## src/rtl/assert_macros.svh

```systemverilog
// Assertion macros used by the friction cone projection RTL.
`ifndef ASSERT_MACROS_SVH
`define ASSERT_MACROS_SVH
`ifndef SYNTHESIS
`define FCP_ASSERT(lbl, clk, rst, prop, msg) \
  lbl: assert property (@(posedge clk) disable iff (rst) (prop)) else $error(msg);
`define FCP_ASSERT_NEXT(lbl, clk, rst, ante, cons, msg) \
  lbl: assert property (@(posedge clk) disable iff (rst) (ante) |=> (cons)) else $error(msg);
`else
`define FCP_ASSERT(lbl, clk, rst, prop, msg)
`define FCP_ASSERT_NEXT(lbl, clk, rst, ante, cons, msg)
`endif
`endif

```

## src/rtl/fcp_pkg.sv

```systemverilog
// Shared types, constants and the square root step for the friction cone projection.
package fcp_pkg;

  localparam int SQRT_STEPS = 32;

  typedef struct packed {
    logic [30:0]        normal;
    logic signed [31:0] ta;
    logic signed [31:0] tb;
    logic signed [31:0] target;
    logic [62:0]        sqa;
    logic [62:0]        sqb;
    logic [61:0]        mun_full;
  } fcp_work_t;

  typedef struct packed {
    logic signed [32:0] k;
    logic [31:0]        rad0;
    logic [63:0]        p_wide;
  } fcp_derived_t;

  typedef struct packed {
    logic [32:0] rem;
    logic [31:0] root;
  } fcp_sqrt_t;

  function automatic fcp_sqrt_t sqrt_step(fcp_sqrt_t cur, logic [1:0] pair);
    logic [34:0] rem_t;
    logic [34:0] trial;
    logic [34:0] diff;
    fcp_sqrt_t   nxt;
    rem_t = {cur.rem, pair};
    trial = {1'b0, cur.root, 2'b01};
    diff  = rem_t - trial;
    if (rem_t >= trial) begin
      nxt.rem  = diff[32:0];
      nxt.root = {cur.root[30:0], 1'b1};
    end else begin
      nxt.rem  = rem_t[32:0];
      nxt.root = {cur.root[30:0], 1'b0};
    end
    return nxt;
  endfunction

endpackage

```

## src/rtl/fcp_derive.sv

```systemverilog
// Sequencer that derives the cone constants from the configuration registers.
module fcp_derive #(
  parameter int FRAC_BITS = 16
) (
  input  logic                 clk,
  input  logic                 rst,
  input  logic                 start,
  input  logic [30:0]          perturbation,
  input  logic signed [31:0]   cone_shift,
  output logic                 busy,
  output fcp_pkg::fcp_derived_t derived
);
  import fcp_pkg::*;

  typedef enum logic [2:0] {
    ST_LOAD, ST_ROOTP, ST_KSUM, ST_KSQ, ST_SUB, ST_RAD, ST_DONE, ST_IDLE
  } state_t;

  localparam logic [4:0] LAST = 5'(SQRT_STEPS - 1);

  state_t             state;
  logic [63:0]        v;
  fcp_sqrt_t          acc;
  logic [4:0]         cnt;
  logic [63:0]        p_wide;
  logic signed [32:0] k;
  logic [63:0]        ksq;
  logic [31:0]        rad0;
  logic [63:0]        pw;
  logic [32:0]        kneg;
  logic [31:0]        kmag;

  assign pw   = 64'(perturbation) << FRAC_BITS;
  assign kneg = -k;
  assign kmag = k[32] ? kneg[31:0] : k[31:0];

  always_ff @(posedge clk) begin
    if (rst) begin
      state <= ST_LOAD;
    end else if (start) begin
      state <= ST_LOAD;
    end else begin
      case (state)
        ST_LOAD: begin
          v      <= pw;
          p_wide <= pw;
          acc    <= '0;
          cnt    <= '0;
          state  <= ST_ROOTP;
        end
        ST_ROOTP: begin
          acc <= sqrt_step(acc, v[63:62]);
          v   <= {v[61:0], 2'b00};
          cnt <= cnt + 5'd1;
          if (cnt == LAST) state <= ST_KSUM;
        end
        ST_KSUM: begin
          k     <= $signed({1'b0, acc.root}) + $signed({cone_shift[31], cone_shift});
          state <= ST_KSQ;
        end
        ST_KSQ: begin
          ksq   <= {32'b0, kmag} * {32'b0, kmag};
          state <= ST_SUB;
        end
        ST_SUB: begin
          v     <= (ksq >= p_wide) ? ksq - p_wide : '0;
          acc   <= '0;
          cnt   <= '0;
          state <= ST_RAD;
        end
        ST_RAD: begin
          acc <= sqrt_step(acc, v[63:62]);
          v   <= {v[61:0], 2'b00};
          cnt <= cnt + 5'd1;
          if (cnt == LAST) state <= ST_DONE;
        end
        ST_DONE: begin
          rad0  <= acc.root;
          state <= ST_IDLE;
        end
        ST_IDLE: begin
          state <= ST_IDLE;
        end
        default: begin
          state <= ST_IDLE;
        end
      endcase
    end
  end

  assign busy           = (state != ST_IDLE);
  assign derived.k      = k;
  assign derived.rad0   = rad0;
  assign derived.p_wide = p_wide;

endmodule

```

## config.mk

```make
export PLATFORM = sky130hd
export DESIGN_NAME = fcp_derive
export DESIGN_NICKNAME = d
export VERILOG_FILES = /design/src/rtl/assert_macros.svh /design/src/rtl/fcp_pkg.sv /design/src/rtl/fcp_derive.sv
export SDC_FILE = /design/constraint.sdc
export NUM_CORES = 2
export LEC_CHECK = 0
export BUFFER_PORTS_ARGS = -buffer_cell sky130_fd_sc_hd__buf_2
export CORE_MARGIN = 3
export CORE_UTILIZATION = 40
export CTS_BUF_LIST = sky130_fd_sc_hd__clkbuf_4 sky130_fd_sc_hd__clkbuf_8
export DETAILED_ROUTE_END_ITERATION = 16
export HOLD_SLACK_MARGIN = 0.03
export PLACE_DENSITY = 0.56
export SYNTH_ARGS = -nofsm -noshare
export SYNTH_HDL_FRONTEND = slang
export SYNTH_SLANG_ARGS = --single-unit
```

## constraint.sdc

```tcl
create_clock -name clk -period 19.7 [get_ports clk]
set_input_delay 0 -clock clk [delete_from_list [all_inputs] [get_ports clk]]
set_output_delay 0 -clock clk [all_outputs]
set_load 0.01 [all_outputs]
```

# Yosys cells after proc, flatten, opt, wreduce, memory -nomap -nowiden
# Cells that the tools add are included.
# totals
ff_bits,297
inputBits,66
output_inout_bits,130
wordCells,53
# classes
addsub,5
n_mul,1
n_lt_le_gt_ge,2
n_eq_ne,11
muxes,9
bitwise_logic,2
reduce_logical,14
# op_table
op,n
$pmux 64 s3,1
$pmux 65 s2,1
$mux 65,1
$ge 64x47->1,1
$mul 32x32->64,1
$mux 64,1
$sub 64x47->64,1
$ge 35x34->1,1
$add 33x32->33,1
$sub 33x33->33,1
$mux 32,1
$neg 32->32,1
$pmux 3 s7,1
$reduce_and 3->1,6
$eq 3x3->1 const B,4
$pmux 5 s2,1
$reduce_or 2->1,4
$eq 3x2->1 const B,2
$mux 3,2
$add 5x1->5 const B,1
$eq 5x5->1 const B,1
$ne 2x2->1 const B,2
$eq 3x1->1 const B,1
$logic_not 3->1,1
5 further kinds,6

# Longest topological paths before layout
# depth
word_depth,4
ltp_mapped,38
depth_no_buf,36

# Least setup slack after synthesis
# OpenSTA, ideal clock, no wires.
# synth_timing
kind,reg2reg
from,register k[0]
to,register ksq[61] (data pin)
t_arrival_ns,10.046
required_ns,19.441
path_slack_ns,9.395
stages_incl_launch_ff,35
cell_sequence,edfxtp_1 -> inv_1 -> clkbuf_1 -> ha_1 -> nand2_1 -> or4_1 -> or3_4 -> or4_4 -> o41a_1 -> xor2_1 -> inv_2 -> buf_4 -> nor2_1 -> fa_1 -> fa_1 -> inv_1 -> fa_1 -> fa_1 -> inv_1 -> fa_1 -> fa_1 -> fa_1 -> fa_1 -> ha_1 -> clkbuf_1 -> a21o_1 -> a21o_1 -> a21oi_1 -> o21a_1 -> o2111a_1 -> or3b_2 -> o211a_1 -> o21ai_0 -> a41oi_1 -> xnor2_1
# synth_between
elab_chain_len,3
# synth_rtl
item,line_no,text
"start, declared",fcp_derive.sv:26,logic signed [32:0] k;
"start signal, assigned",fcp_derive.sv:58,"k <= $signed({1'b0, acc.root}) + $signed({cone_shift[31], cone_shift});"
$neg 32->32,fcp_derive.sv:34,assign kneg = -k;
$mux 32 (*),fcp_derive.sv:35,assign kmag = k[32] ? kneg[31:0] : k[31:0];
$mul 32x32->64 (*),fcp_derive.sv:62,"ksq <= {32'b0, kmag} * {32'b0, kmag};"
"end signal, assigned",fcp_derive.sv:62,
"end, declared",fcp_derive.sv:27,logic [63:0] ksq;
# Mark *: on every way between the ends. The rest lies on a longest branch, timed or not.
# A chain may end at the register's enable or synchronous reset.

# Final worst setup path
# layout_timing
from,register k[2]
to,register ksq[62] (data pin)
# The elaborated chain is that of the path after synthesis.

==> qor.csv <==
metric,value,unit
clk_latency,640,ps
detail_route.wl_per_cell,20.8,um
placed_cells,6187,
cp.required,20080,ps
min_path_cells,2,
synth_seq_cells,296,
stdcell_count,6350,
synth_warnings,0,
area_growth,9.92,%
fp.dieH,342,um
hp-start,perturbation[29],
drive_gt1_frac,0.0755,
tns,0,ps
ys_top_cells_by_area,"fa_1 35%, edfxtp_1 19%, ha_1 11%, inv_1 8.9%, nor2_1 3.5%",
clockBufferDepth,3,
finClkSkew,62.7,ps
synth.distinct_cells,78,
clkTransAtPathRegs,80,ps
yosysTopAreaCellShare,0.353,
gp_congestion,0.939,
ys_async_sr_fraction,0,
grt_pass1_wl,204,mm
finalWirelength,132,mm
relSlewSlack,0.258,
setup_viol,0,
synth_area,0.0452,mm2
cts_setup_buffers,0,
setup_ws,8610,ps
first_global_vias,34700,
cp_max_fo,24,
period_minus_slack,11090,ps
crit_arrival,11460,ps
cts_buffers,48,
min_to,p_wide[45]$_DFFE_PP_,
worstReg2RegEnd,ksq[62]$_DFFE_PP_,
slew_violations,0,
drtAntennaViolNets,0,
cpMostUsedCell,fa_1,
peakVddDrop,0.0000567,V
critPathKind,register to register,
outcome,"complete, no violations",
rows,122,
initial_core_util,0.406,
max_cap_viol_count,0,
gr-total-overflow,0,
drtIter0Drc,2260,
crit_family,adder cells,
crit_path_start_kind,register,
hp-class,input port to register,
crit_path_end_kind,register,
synth_seq_area_share,0.196,
p_per_area,33.4,mW/mm2
clock_sinks,296,
drc,0,
cp_num_buf_inv,6,
rsz0062_at_grt,false,
h-tree-depth,2,
die_w,342,um
finalNetCount,6068,
timing.rr.start,k[2]$_DFFE_PP_,
ys.flop_type,edfxtp_1,
worst_hold_slack,115,ps
hold_viol,0,
grt_start_max_net_pins,71,
dpl_worst_slack,8780,ps
first_pass_iters,6,
synthCells,4623,
period_share,0.563,
antenna_found_initial,0,
core_area,0.111,mm2
vias_per_cell,5.17,
dieArea,0.117,mm2
r2r_cells,35,
root_buffer,clkbuf_8,
dp_hpwl,105,mm
final.fill_count,10800,
diodes,0,
p_leak,24.6,nW
critPathMaxStageDelay,560,ps
vias,32800,
reg2reg_slack,8610,ps
io-pin-count,196,
cp_slowest_cell,o311ai_0,
portBuffers,162,
synth-edff-count,293,
cts_tree,done,
worst_pin_slew,1110,ps
grt_usage,0.228,
clock.fmax,90.2,MHz
syn_area_per_cell,9.78,um2
synth_top_cell_by_area,fa_1,
==> worst max path at each step <==
stage,startpoint,endpoint,cells past startpoint
global route,k[4]$_DFFE_PP_,ksq[50]$_DFFE_PP_,34
CTS,k[2]$_DFFE_PP_,ksq[60]$_DFFE_PP_,33
global placement,k[2]$_DFFE_PP_,ksq[56]$_DFFE_PP_,33
finish,k[2]$_DFFE_PP_,ksq[62]$_DFFE_PP_,35
floorplan,k[0]$_DFFE_PP_,ksq[61]$_DFFE_PP_,34
detailed placement,k[2]$_DFFE_PP_,ksq[50]$_DFFE_PP_,35
==> registers in the layout (all words and copies together) (netlist names) <==
signal	count
state	3
acc	65
ksq	63
v	64
cnt	5
k	33
rad0	32
p_wide	31
==> synthesized netlist by cell type, types with 20 or more instances <==
cell type	number
xor2_1	94
nand2b_1	20
and3_1	23
buf_2	21
o21ai_0	137
nand2_1	358
o21a_1	27
o21bai_1	25
nor2b_1	24
xnor2_1	128
fa_1	797
a31oi_1	22
nor3_1	32
a21oi_1	152
nor2_1	422
clkbuf_1	119
edfxtp_1	293
buf_4	35
ha_1	382
nand4_1	25
inv_1	1068
nand3_1	36
mux2i_1	26
a21o_1	102
a22oi_1	33
==> layout make-up <==
| type | count | area [um2] | area share |
|---|---|---|---|
| multi-input cells | 3100 | 31900 | 0.641 |
| flip-flops and latches | 296 | 8860 | 0.178 |
| inverters | 1079 | 4050 | 0.0815 |
| repair buffers | 298 | 2020 | 0.0406 |
| well taps | 1488 | 1860 | 0.0375 |
| clock buffers | 62 | 766 | 0.0154 |
| clock inverters | 27 | 297 | 0.00597 |
==> cell families after synthesis <==
group / share of synthesized area
compound gates: 0.0916
xor+xnor: 0.0444
fa+ha+maj: 0.459
buf+inv: 0.108
flops: 0.196
mux: 0.00625
other cells: 0.0000829
simple gates: 0.0951
==> what timing repair did <==
item	4_1_cts	5_1_grt
hold endpoints to repair	98	0
hold buffers	74	0
setup endpoints to repair	0	0
gates resized for setup	0	0
==> placed cells by master (no fill, tap or decap), types with 26 or more instances in the layout <==
| cell type | synthesis | final |
|---|---|---|
| a21oi_1 | 152 | 152 |
| fa_1 | 797 | 797 |
| edfxtp_1 | 293 | 293 |
| inv_1 | 1068 | 1068 |
| mux2i_1 | 26 | 26 |
| nand3_1 | 36 | 36 |
| ha_1 | 382 | 382 |
| nand2_1 | 358 | 358 |
| xor2_1 | 94 | 86 |
| a22oi_1 | 33 | 33 |
| buf_4 | 35 | 62 |
| dlygate4sd3_1 | 0 | 74 |
| o21a_1 | 27 | 27 |
| clkbuf_8 | 0 | 48 |
| nor3_1 | 32 | 29 |
| conb_1 | 1 | 34 |
| nor2_1 | 422 | 420 |
| buf_2 | 21 | 162 |
| o21ai_0 | 137 | 136 |
| xnor2_1 | 128 | 117 |
| a21o_1 | 102 | 102 |
==> through the flow <==
stage          total power [W]  instance area (um2)  utilization
2_1_floorplan         0.000956                45300            -
4_1_cts                0.00168                49700        0.446
6_report               0.00166                49700        0.446
3_5_place_dp           0.00104                47900        0.430
5_1_grt                0.00174                49700        0.446
3_3_place_gp           0.00104                47900        0.430
==> power breakdown <==
group	switching (W)	leakage, nW	internal (W)	total (W)
Clock	0.000278	0.548	0.000337	0.000615
Sequential	0.00000912	2.75	0.000717	0.000727
Combinational	0.000186	21.3	0.000131	0.000317
==> layer usage <==
| metal | up-vias | routed length [um] | share of wire | global-route usage |
|---|---|---|---|---|
| met1 | 16800 | 54400 | 0.41 | 0.301 |
| met2 | 985 | 65000 | 0.49 | 0.391 |
| met5 | - | 0 | 0 | 0 |
| met3 | 191 | 7930 | 0.060 | 0.0318 |
| li1 | 14900 | - | - | - |
| met4 | 0 | 4550 | 0.035 | 0.0653 |
Note: power is estimated with default switching activity, not from simulation.
