--- src/rtl/assert_macros.svh ---
// Assertion macros used by the friction cone projection RTL.
`ifndef ASSERT_MACROS_SVH
`define ASSERT_MACROS_SVH
`ifndef SYNTHESIS
`define FCP_ASSERT(lbl, clk, rst, prop, msg) \
  lbl: assert property (@(posedge clk) disable iff (rst) (prop)) else $error(msg);
`define FCP_ASSERT_NEXT(lbl, clk, rst, ante, cons, msg) \
  lbl: assert property (@(posedge clk) disable iff (rst) (ante) |=> (cons)) else $error(msg);
`else
`define FCP_ASSERT(lbl, clk, rst, prop, msg)
`define FCP_ASSERT_NEXT(lbl, clk, rst, ante, cons, msg)
`endif
`endif

--- src/rtl/fcp_pkg.sv ---
// Shared types, constants and the square root step for the friction cone projection.
package fcp_pkg;

  localparam int SQRT_STEPS = 32;

  typedef struct packed {
    logic [30:0]        normal;
    logic signed [31:0] ta;
    logic signed [31:0] tb;
    logic signed [31:0] target;
    logic [62:0]        sqa;
    logic [62:0]        sqb;
    logic [61:0]        mun_full;
  } fcp_work_t;

  typedef struct packed {
    logic signed [32:0] k;
    logic [31:0]        rad0;
    logic [63:0]        p_wide;
  } fcp_derived_t;

  typedef struct packed {
    logic [32:0] rem;
    logic [31:0] root;
  } fcp_sqrt_t;

  function automatic fcp_sqrt_t sqrt_step(fcp_sqrt_t cur, logic [1:0] pair);
    logic [34:0] rem_t;
    logic [34:0] trial;
    logic [34:0] diff;
    fcp_sqrt_t   nxt;
    rem_t = {cur.rem, pair};
    trial = {1'b0, cur.root, 2'b01};
    diff  = rem_t - trial;
    if (rem_t >= trial) begin
      nxt.rem  = diff[32:0];
      nxt.root = {cur.root[30:0], 1'b1};
    end else begin
      nxt.rem  = rem_t[32:0];
      nxt.root = {cur.root[30:0], 1'b0};
    end
    return nxt;
  endfunction

endpackage

--- src/rtl/fcp_queue.sv ---
// Four-word queue between the front end and the back end.
module fcp_queue (
  input  logic               clk,
  input  logic               rst,
  input  logic               push_valid,
  output logic               push_ready,
  input  fcp_pkg::fcp_work_t push_word,
  output logic               pop_valid,
  input  logic               pop,
  output fcp_pkg::fcp_work_t pop_word
);
  import fcp_pkg::*;

  localparam int DEPTH = 4;
  localparam int PW    = $clog2(DEPTH);

  fcp_work_t     mem [0:DEPTH-1];
  logic [PW-1:0] wr_ptr;
  logic [PW-1:0] rd_ptr;
  logic [PW:0]   count;
  logic          do_push;
  logic          do_pop;

  assign push_ready = (count != (PW+1)'(DEPTH));
  assign pop_valid  = (count != '0);
  assign do_push    = push_valid && push_ready;
  assign do_pop     = pop && pop_valid;
  assign pop_word   = mem[rd_ptr];

  always_ff @(posedge clk) begin
    if (rst) begin
      wr_ptr <= '0;
      rd_ptr <= '0;
      count  <= '0;
    end else begin
      if (do_push) wr_ptr <= wr_ptr + 1'b1;
      if (do_pop)  rd_ptr <= rd_ptr + 1'b1;
      case ({do_push, do_pop})
        2'b10:   count <= count + 1'b1;
        2'b01:   count <= count - 1'b1;
        default: count <= count;
      endcase
    end
  end

  always_ff @(posedge clk) begin
    if (do_push) mem[wr_ptr] <= push_word;
  end

endmodule

--- config.mk ---
export PLATFORM = sky130hd
export DESIGN_NAME = fcp_queue
export DESIGN_NICKNAME = d
export VERILOG_FILES = /design/src/rtl/assert_macros.svh /design/src/rtl/fcp_pkg.sv /design/src/rtl/fcp_queue.sv
export SDC_FILE = /design/constraint.sdc
export NUM_CORES = 1
export LEC_CHECK = 0
export BUFFER_PORTS_ARGS = -buffer_cell sky130_fd_sc_hd__buf_4
export CAP_MARGIN = 20
export CORE_MARGIN = 5
export CORE_UTILIZATION = 45
export DETAILED_ROUTE_END_ITERATION = 12
export PLACE_DENSITY = 0.62
export SLEW_MARGIN = 10
export SYNTH_ARGS = -nofsm -noshare
export SYNTH_HDL_FRONTEND = slang
export SYNTH_SLANG_ARGS = --single-unit
--- constraint.sdc ---
create_clock -name clk -period 25.9 [get_ports clk]
set_input_delay 5.18 -clock clk [delete_from_list [all_inputs] [get_ports clk]]
set_output_delay 5.18 -clock clk [all_outputs]
set_load 0.005 [all_outputs]
Word level (Yosys, flattened, before mapping):

Memory sizes are Yosys's and may differ from the RTL's. A register that Yosys moved wholly into a read port is not among the register bits.
Cells that the tools add are included.

* register bits after elaboration: 7
* memory bits (writable): 1260
* logic and storage cells: 20
* memories: 1

* add/sub/neg operators: 4
* equal/unequal tests: 3
* multiplexer cells: 5
* reductions and logical operators: 4

Memory list
* mem: depth 4, width 315, rd ports 1, clocked after Yosys merged registers in 1, wr ports 1, line fcp_queue.sv:17 `fcp_work_t mem [0:DEPTH-1];`

Operators with widths (count)
* $pmux 3 s2: 1
* $add 2x1->2 const B: 2
* $mux 2: 2
* $add 3x1->3 const B: 1
* $ne 3x3->1 const B: 1
* $reduce_bool 3->1: 1
* $sub 3x1->3 const B: 1
* $eq 2x1->1 const B: 1
* $eq 2x2->1 const B: 1
* $logic_and 1x1->1: 2
* $mux 1: 2
* $reduce_bool 2->1: 1

Depth between registers and ports, before layout:

Gate-level depths: netlist (run 1).

* depth in word-level cells: 4
* mapped depth: 9

Worst setup path before layout (run 1):

Ideal clock, no wire load.

* path type: in2reg
* start: in push_valid
* end: mem mem[0][0] (netlist name) (enable)
* arrival: 12715 ps
* data required time: 25183 ps
* path slack: 12468 ps
* stages: 2
* buffers on the path: 0
* cell sequence: a21boi_1 and2_1

* word-level cells in the longest chain between the ends: 3

Ends and longest elaborated chain
* from (decl): line fcp_queue.sv:5 `input logic push_valid,`
* $logic_and 1x1->1: line fcp_queue.sv:26 `assign do_push = push_valid && push_ready;`
* $mux 1: line fcp_queue.sv:47 `if (do_push) mem[wr_ptr] <= push_word;`
* $mux 1 (implied by the code): line fcp_queue.sv:47
* to (decl): line fcp_queue.sv:17

No other way between the ends.

==> metrics.cfg, run 1 <==
[outcome]
status = complete, no violations

[hold_path]
min_path_type = flip-flop to flip-flop

[critical_path]
critPathSlowestCell = buf_4
crit_family = buffers and inverters
path_buf_inv = 4
crit_fanout = 46
cp_common_cell = buf_4
worstPathArrival_ns = 4.96
setup.worst_path.class = flip-flop to primary output
max_stage_delay_ns = 0.84
cp-end-kind = primary output
crit_chain = buf_4 > buf_4 > buf_4 > mux4_2 > buf_4
start_kind = flip-flop
worstPathRequired_ns = 20.72

[floorplanning]
fp.dieArea_um2 = 109000
die_w_um = 329
io_pins = 636
die_h_um = 329
start_util_pct = 45.2
fp-row-count = 117
design.core.area_um2 = 102000

[run]
drv_cap = 0

[global_route]
grt_max_degree = 152
track_usage_pct = 18.0
antenna_found_initial = 21
grt_pass1_wl_mm = 144
overflow = 0
grt_pass1_vias = 21900

[yosys]
synth_common_cells = edfxtp_1 (1260), mux4_2 (315), buf_2 (35)
netlist_area_um2 = 45900
yosysWarnings = 0
synthArstFlopShare_pct = 0
synth_area_leaders = edfxtp_1 (82%), mux4_2 (15%), buf_6 (0.71%)
ys_ff_latch = 1269
synth_edf_count = 1260
syn_area_per_cell_um2 = 27.1
ys_types = 23
syn-instance-count = 1697
yosysSeqAreaShare_pct = 82.8
yosysMostFrequentCell = edfxtp_1
synth_top_area_cell = edfxtp_1
synth_fp_nets = 2022
dominantRegCellSynth = edfxtp_1
yosys.area.top_type_share_pct = 82.4

[clock_tree]
cts_max_level = 4
worstSkewPairLatency_ns = 0.72
clock_sinks = 1269
clockBufferDepth = 3
clk_root_buffer_cell = clkbuf_16
cts.repair.resized = 0
cts_tree = yes
clkSlewWorstSetupHoldPaths_ns = 0.06
cts_buffers = 134
postCtsHoldBufs = 0
postCtsSetupRepairBufs = 0

[timing]
fin_skew_ns = 0.0267
period_needed_ns = 10.13
finalHoldViolations = 0
fin_setup_tns_ns = 0
hold_slack_ns = 0.529
clock.fmax_ghz = 0.0987
grt_setup_unrepaired = false
tightestPinTransition_ns = 1.35
slew_violations = 0
fin_crit_sh_pct = 39.1
slew_headroom_pct = 9.97
finalSetupViolCount = 0

[layout]
fillers = 7566
layoutNonFillerInstCount = 3896
fin_nets = 2742
drive_gt1_share_pct = 46.1
syn_to_final_growth_pct = 22.4

[power]
ir_drop_uv = 90.2
power_density_nw_per_um2 = 99.4
seqPwrFrac_pct = 45.4
p_leak_nw = 18.6
intPower_mw = 4.20
p_comb_share_pct = 23.0
pwr-share-clk_pct = 31.6
power.share.switching_pct = 24.9
p_switching_mw = 1.39

[detailed_routing]
wl_per_cell_um = 25.3
via_per_inst = 5.28
drtIter0Drc = 1303
drc = 0
finalWirelength_mm = 98.7
vias = 20600
dr.pass1.iters = 5
ant_nets = 0

[placed_design]
port_buffers = 635
place_congestion = 0.784
hpwlAfterDp_mm = 61.4
dp_cells = 3649

[path summary, 6_finish.rpt]
check                           slack (ns)            end  cells past startpoint       from
worst min register to register        0.53      rd_ptr[1]                      2  rd_ptr[1]
worst min-delay path                  0.53      rd_ptr[1]                      2  rd_ptr[1]
worst max-delay path                 15.77  pop_word[290]                      5  flip-flop
worst max register to register       21.78     mem[0][52]                      5   count[0]
[metal layers]
metal | vias up | global-route usage, % | part of all wire [%] | wire length, um
met3 | 173 | 5.64 | 7.4 | 7300
met1 | 10900 | 21.6 | 37 | 36100
met4 | 4 | 7.62 | 3.5 | 3480
met5 | - | 0 | 0.027 | 27
met2 | 656 | 30.3 | 52 | 51800
li1 | 8845 | - | - | -
[final cells by class]
class	count	area (um^2)	share of cell area [%]
Antenna cell	17	42.5	0.0757
Clock buffer	166	3600	6.40
Clock inverter	64	457	0.812
Inverter	6	22.5	0.0401
Multi-Input combinational cell	351	7370	13.1
Sequential cell	1269	38000	67.6
Tap cell	1368	1710	3.04
Timing Repair Buffer	655	4990	8.88
[tightest hold or removal path: stages, from the launching register on]
cell and delay [ns]:
dfxtp_1 0.32, xor2_1 0.07, nor2_1 0.10
[cells by family after synthesis]
family | Yosys count | synth area share (%)
mux | 317 | 15.5
xor+xnor | 4 | 0.0763
buf+inv | 77 | 1.20
flops | 1269 | 82.8
compound gates | 6 | 0.0872
fa+ha+maj | 6 | 0.180
simple gates | 18 | 0.191
[placed cells by master, fill, tap and decap left out, types with 2 or more instances in the layout]
| cell type | instances |
|---|---|
| clkbuf_8 | 2 |
| clkinv_1 | 24 |
| nand2b_1 | 2 |
| dfxtp_1 | 7 |
| clkbuf_1 | 25 |
| ha_1 | 5 |
| clkinv_2 | 22 |
| diode_2 | 17 |
| nor2_1 | 9 |
| clkinv_4 | 3 |
| a21oi_1 | 2 |
| and2_4 | 4 |
| inv_6 | 4 |
| xor2_1 | 3 |
| mux4_2 | 315 |
| clkbuf_16 | 139 |
| inv_1 | 6 |
| buf_4 | 649 |
| bufinv_16 | 5 |
| buf_12 | 6 |
| edfxtp_1 | 1260 |
| or3_1 | 2 |
| dfxtp_4 | 2 |
| clkinvlp_4 | 6 |
[registers in the layout (all words and copies together) (netlist names), named ones only]
name	count
mem	1260
count	3
rd_ptr	2
wr_ptr	2
[power by group through the flow]
stage / combinational (mW) / clock (mW) / sequential [mW]
2_1_floorplan: 0.722 / 0 / 2.61
3_3_place_gp: 1.32 / 0 / 2.57
3_5_place_dp: 1.32 / 0 / 2.59
4_1_cts: 1.33 / 1.81 / 2.54
5_1_grt: 1.37 / 1.90 / 2.56
6_report: 1.28 / 1.76 / 2.54
[stage by stage]
step | cell area [um^2] | power, mW | setup slack, ns | util [%]
after floorplan | 45900 | 3.33 | 12.47 | -
after global placement | 52100 | 3.89 | 16.23 | 51.3
after detailed placement | 52100 | 3.91 | 16.22 | 51.3
after CTS | 56200 | 5.68 | 15.40 | 55.3
after global routing | 56200 | 5.83 | 15.09 | 55.3
final | 56200 | 5.59 | 15.77 | 55.3
Note: power is estimated with default switching activity, not from simulation.
==> run 2: changes to the inputs <==
--- a/config.mk
+++ b/config.mk
@@ -10,7 +10,7 @@
 export CORE_MARGIN = 5
 export CORE_UTILIZATION = 45
 export DETAILED_ROUTE_END_ITERATION = 12
-export PLACE_DENSITY = 0.62
+export PLACE_DENSITY = 0.64
 export SLEW_MARGIN = 10
 export SYNTH_ARGS = -nofsm -noshare
 export SYNTH_HDL_FRONTEND = slang
==> constraint.sdc (replaced) <==
create_clock -name clk -period 8.12 [get_ports clk]
set_input_delay 1.624 -clock clk [delete_from_list [all_inputs] [get_ports clk]]
set_output_delay 1.624 -clock clk [all_outputs]
set_load 0.005 [all_outputs]
==> run 2 against run 1 <==
First-iteration DRC count fell by 14%. Largest cell class unchanged. Sequential share of layout area decreased by 0.14 points. Critical path type unchanged. Critical path depth decreased by 2. Highest routed layer unchanged. Clock-buffer cell count is 1 higher. Clock skew decreased by 0.0030 ns. Setup slack worse by 13 ns. Total power grew to 3.2 times the previous value. Core utilization is 0.11 points higher. Combinational power increased to 3.2 times the previous value.
==> metrics.cfg, run 2 (synthesized netlist as in run 1, its figures left out) <==
[outcome]
status = complete, no violations  ; unchanged

[power]
power_mw = 17.8  ; was 5.59 mW
power.share.switching_pct = 25.2  ; was 24.9%
ir_drop_uv = 234  ; was 90.2 uV
seqPwrFrac_pct = 45.3  ; was 45.4%
p_comb_share_pct = 23.1  ; was 23.0%
power_density_nw_per_um2 = 317  ; was 99.4 nW/um^2
p_switching_mw = 4.49  ; was 1.39 mW
intPower_mw = 13.3  ; was 4.20 mW
p_leak_nw = 18.6  ; about the same
pwr-share-clk_pct = 31.6  ; about the same

[critical_path]
ff2ff_path_depth = 5  ; unchanged
worstPathRequired_ns = 6.50  ; was 20.72 ns
setup.worst_path.class = flip-flop to primary output  ; unchanged
reg2reg_slack_ns = 5.08  ; was 21.78 ns
worstPathArrival_ns = 3.37  ; was 4.96 ns
start_kind = flip-flop  ; unchanged
r2r-start = count[0]  ; unchanged
r2r-end = mem[1][301]  ; was mem[0][52]
crit_fanout = 150  ; was 46
cp-end-kind = primary output  ; unchanged
crit_end = pop_word[29]  ; was pop_word[290]

[timing]
tightestPinTransition_ns = 1.09  ; was 1.35 ns
worst_slack_ns = 3.13  ; was 15.77 ns
slew_violations = 0  ; unchanged
grt_setup_unrepaired = false  ; unchanged
fin_crit_sh_pct = 61.5
finalSetupViolCount = 0  ; unchanged
fin_setup_tns_ns = 0  ; unchanged
period_needed_ns = 4.99
clock.fmax_ghz = 0.200
fin_skew_ns = 0.0237  ; was 0.0267 ns
finalHoldViolations = 0  ; unchanged
slew_headroom_pct = 27.6  ; was 9.97%

[clock_tree]
clk_root_buffer_cell = clkbuf_16  ; unchanged
clkSlewWorstSetupHoldPaths_ns = 0.06  ; about the same
postCtsHoldBufs = 0  ; unchanged
postCtsSetupRepairBufs = 0  ; unchanged
worstSkewPairLatency_ns = 0.74  ; was 0.72 ns
cts_buffers = 132  ; was 134
clock_sinks = 1269  ; unchanged
cts_max_level = 4  ; unchanged
cts_tree = yes  ; unchanged
cts.repair.resized = 0  ; unchanged
clockBufferDepth = 3  ; unchanged

[layout]
layout_top_registers = mem x1260, count x3  ; unchanged
layout_commonest_cell = edfxtp_1  ; unchanged
stdcell_area_um2 = 56300  ; was 56200 um^2
syn_to_final_growth_pct = 22.7  ; was 22.4%
final_cell_mix = edfxtp_1 (1260), buf_4 (641), mux4_2 (315), clkbuf_16 (134), clkbuf_1 (32)  ; was edfxtp_1 (1260), buf_4 (649), mux4_2 (315), clkbuf_16 (139), clkbuf_1 (25)
regMostFlops = mem  ; unchanged
largest_reg_flops = 1260  ; unchanged
fin_nets = 2738  ; was 2742
layoutNonFillerInstCount = 3901  ; was 3896
drive_gt1_share_pct = 45.7  ; was 46.1%

[floorplanning]
io_pins = 636  ; unchanged
fp.dieArea_um2 = 109000  ; unchanged
die_h_um = 329  ; unchanged
fp-row-count = 117  ; unchanged
start_util_pct = 45.2  ; unchanged
die_w_um = 329  ; unchanged
design.core.area_um2 = 102000  ; unchanged

[detailed_routing]
drtIter0Drc = 1119  ; was 1303
vias = 20500  ; was 20600
wl_per_cell_um = 24.8  ; was 25.3 um
via_per_inst = 5.26  ; was 5.28
finalWirelength_mm = 96.8  ; was 98.7 mm
dr.pass1.iters = 4  ; was 5
ant_nets = 0  ; unchanged
drc = 0  ; unchanged

[placed_design]
dp_cells = 3645  ; was 3649
place_congestion = 0.738  ; was 0.784
place_ws_ns = 3.30  ; was 16.22 ns
post_dp_cell_area_um2 = 52200  ; was 52100 um^2
port_buffers = 635  ; unchanged
hpwlAfterDp_mm = 59.0  ; was 61.4 mm

[global_route]
overflow = 0  ; unchanged
track_usage_pct = 17.7  ; was 18.0%
grt_max_degree = 151  ; was 152
antenna_found_initial = 21  ; unchanged
grt_pass1_wl_mm = 142  ; was 144 mm
grt_pass1_vias = 21800  ; was 21900

[run]
drv_cap = 0  ; unchanged

[hold_path]
min_path_type = flip-flop to flip-flop  ; unchanged

## run 2: power by group through the flow
| stage | logic, mW | registers, mW | clock network [mW] |
|---|---|---|---|
| after floorplan | 2.31 | 8.21 | 0 |
| after global placement | 4.15 | 8.22 | 0 |
| after detailed placement | 4.18 | 8.27 | 0 |
| after CTS | 4.19 | 8.13 | 5.81 |
| after global routing | 4.42 | 8.13 | 6.10 |
| final | 4.11 | 8.08 | 5.64 |
## run 2: per-layer routing
metal,GRT usage [%],part of all wire (%)
met5,0,0.057
met4,7.39,3.1
met3,5.99,7.8
met2,29.8,53
met1,21.1,36
## run 2: worst min path at each step
stage | start | to | cells after the start
floorplan | wr_ptr[1] | wr_ptr[1] | 2
global placement | wr_ptr[1] | wr_ptr[1] | 2
detailed placement | wr_ptr[1] | wr_ptr[1] | 2
CTS | wr_ptr[1] | wr_ptr[1] | 2
global route | wr_ptr[1] | wr_ptr[1] | 2
finish | wr_ptr[1] | wr_ptr[1] | 2
## run 2: critical path, cell delays in order (launching register included)
cell     delay [ns]
dfxtp_4        0.94
buf_12         0.66
mux4_2         0.46
buf_4          0.16
## run 2: through the flow
| step | utilization, % | hold slack, ns |
|---|---|---|
| after floorplan | - | 0.482 |
| after global placement | 51.3 | 0.491 |
| after detailed placement | 51.3 | 0.528 |
| after CTS | 55.4 | 0.535 |
| after global routing | 55.4 | 0.550 |
| final | 55.4 | 0.529 |
## run 2: final cells by class
class | count | area (um^2)
timing repair buffer | 653 | 5060
multi-input combinational | 351 | 7370
clock buffer | 167 | 3490
fill | 7578 | 45300
tap | 1368 | 1710
sequential | 1269 | 38000
inverter | 6 | 22.5
clock inverter | 69 | 612
antenna | 18 | 45.0
==> run 3: changes to the inputs <==
==> constraint.sdc (replaced) <==
create_clock -name clk -period 4.3 [get_ports clk]
set_input_delay 0.86 -clock clk [delete_from_list [all_inputs] [get_ports clk]]
set_output_delay 0.86 -clock clk [all_outputs]
set_load 0.005 [all_outputs]
==> run 3 against run 2 <==
Register-to-register slack lost 3.4 ns. Sequential power grew 88%. Final cell count grew 0.72%. Combinational power grew 95%. Via count grew 1.0%. Total power grew 87%.
==> metrics.cfg, run 3 (synthesized netlist as in run 1, its figures left out) <==
[outcome]
status = complete, no violations  ; unchanged

[clock_tree]
clock_sinks = 1269  ; unchanged
cts_buffers = 131  ; was 132
postCtsSetupRepairBufs = 0  ; unchanged
clockBufferDepth = 3  ; unchanged
clk_root_buffer_cell = clkbuf_16  ; unchanged
cts_max_level = 4  ; unchanged
cts_tree = yes  ; unchanged
cts.repair.resized = 0  ; unchanged
postCtsHoldBufs = 0  ; unchanged
worstSkewPairLatency_ns = 0.70  ; was 0.74 ns
clkSlewWorstSetupHoldPaths_ns = 0.06  ; about the same

[global_route]
grt_pass1_vias = 22300  ; was 21800
track_usage_pct = 18.2  ; was 17.7%
grt_pass1_wl_mm = 145  ; was 142 mm
antenna_found_initial = 17  ; was 21
grt_max_degree = 87  ; was 151
overflow = 0  ; unchanged

[critical_path]
max_stage_delay_ns = 0.61  ; was 0.94 ns
start_kind = flip-flop  ; unchanged
cp-end-kind = primary output  ; unchanged
critPathSlowestCell = mux4_2  ; was dfxtp_4
crit_fanout = 29  ; was 150
crit_chain = buf_12 > buf_4 > mux4_2 > buf_4  ; was buf_12 > mux4_2 > buf_4
cp_common_cell = buf_4
worstPathRequired_ns = 3.44  ; was 6.50 ns
setup.worst_path.class = flip-flop to primary output  ; unchanged
worstPathArrival_ns = 2.67  ; was 3.37 ns

[floorplanning]
start_util_pct = 45.2  ; unchanged
fp.dieArea_um2 = 109000  ; unchanged
io_pins = 636  ; unchanged
die_w_um = 329  ; unchanged
design.core.area_um2 = 102000  ; unchanged
fp-row-count = 117  ; unchanged
die_h_um = 329  ; unchanged

[power]
p_comb_share_pct = 24.0  ; was 23.1%
power_density_nw_per_um2 = 592  ; was 317 nW/um^2
seqPwrFrac_pct = 45.4  ; was 45.3%
power.share.switching_pct = 25.1  ; was 25.2%
power_mw = 33.4  ; was 17.8 mW
pwr-share-clk_pct = 30.7  ; was 31.6%
p_leak_nw = 18.7  ; was 18.6 nW
p_switching_mw = 8.38  ; was 4.49 mW
ir_drop_uv = 391  ; was 234 uV
intPower_mw = 25.1  ; was 13.3 mW

[layout]
post-route-util_pct = 55.6  ; was 55.4%
syn_to_final_growth_pct = 22.9  ; was 22.7%
layoutNonFillerInstCount = 3929  ; was 3901
fillers = 7561  ; was 7578
regMostFlops = mem  ; unchanged
final_cell_mix = edfxtp_1 (1260), buf_4 (675), mux4_2 (315), clkbuf_16 (133), clkinv_1 (36)  ; was edfxtp_1 (1260), buf_4 (641), mux4_2 (315), clkbuf_16 (134), clkbuf_1 (32)
largest_reg_flops = 1260  ; unchanged
layout_top_registers = mem x1260, count x3  ; unchanged
fin_nets = 2778  ; was 2738
layout_commonest_cell = edfxtp_1  ; unchanged
drive_gt1_share_pct = 46.1  ; was 45.7%

[placed_design]
hpwlAfterDp_mm = 64.8  ; was 59.0 mm
port_buffers = 635  ; unchanged
place_congestion = 0.769  ; was 0.738
dp_cells = 3688  ; was 3645

[detailed_routing]
vias = 20700  ; was 20500
drtIter0Drc = 1479  ; was 1119
dr.pass1.iters = 4  ; unchanged
wl_per_cell_um = 25.4  ; was 24.8 um
via_per_inst = 5.28  ; was 5.26
finalWirelength_mm = 100  ; was 96.8 mm
drc = 0  ; unchanged
ant_nets = 0  ; unchanged

[timing]
slew_violations = 0  ; unchanged
finalSetupViolCount = 0  ; unchanged
fin_skew_ns = 0.0189  ; was 0.0237 ns
finalHoldViolations = 0  ; unchanged
tightestPinTransition_ns = 0.794  ; was 1.09 ns
slew_headroom_pct = 47.0  ; was 27.6%
fin_setup_tns_ns = 0  ; unchanged
fin_crit_sh_pct = 82.0
period_needed_ns = 3.53
clock.fmax_ghz = 0.283
grt_setup_unrepaired = false  ; unchanged

[hold_path]
min_path_type = input port to flip-flop  ; was flip-flop to flip-flop

[run]
drv_cap = 0  ; unchanged

==> run 3: worst paths after layout <==
kind / from / to / slack (ns) / depth (start not counted)
worst max-delay path: flip-flop / pop_word[152] / 0.77 / 4
worst min register to register: rd_ptr[1] / rd_ptr[1] / 0.53 / 2
worst max register to register: count[0] / mem[3][250] / 1.73 / 4
worst min-delay path: push_word[265] / mem[0][265] / 0.35 / 1
==> run 3: cell type report <==
cell class | count | area [um^2] | area share (%)
multi-input cells | 351 | 7370 | 13.1
well taps | 1368 | 1710 | 3.03
inverters | 6 | 22.5 | 0.0399
clock buffers | 166 | 3450 | 6.11
repair buffers | 694 | 5450 | 9.65
diodes | 14 | 35.0 | 0.0620
clock inverters | 61 | 403 | 0.713
flip-flops and latches | 1269 | 38000 | 67.3
==> run 3: worst max-delay path: cells and delay by family (launching register included) <==
family / cells / cell delay (ns)
flip-flops: 1 / 0.41
buffers and inverters: 3 / 0.90
multiplexers: 1 / 0.61
==> run 3: per-layer routing <==
metal | global-route usage [%] | share of wire [%] | vias up
met5 | 0 | 0.043 | -
met3 | 5.43 | 7.4 | 175
li1 | - | - | 8920
met2 | 30.9 | 52 | 649
met1 | 22.1 | 37 | 11000
met4 | 7.10 | 3.5 | 6
==> run 3: power groups by stage <==
stage / clock network [mW] / logic, mW / registers (mW)
floorplan: 0 / 4.35 / 15.5
global placement: 0 / 8.19 / 15.4
detailed placement: 0 / 8.23 / 15.4
CTS: 10.5 / 8.27 / 15.2
global route: 11.1 / 8.59 / 15.3
finish: 10.3 / 8.02 / 15.2
==> run 3: through the flow <==
step / setup WS [ns] / cell area [um^2] / hold WS, ns
floorplan: -1.29 / 45900 / 0.482
global placement: 1.27 / 52600 / 0.492
detailed placement: 1.17 / 52600 / 0.514
CTS: 0.609 / 56400 / 0.270
global route: 0.543 / 56500 / 0.296
finish: 0.772 / 56500 / 0.353
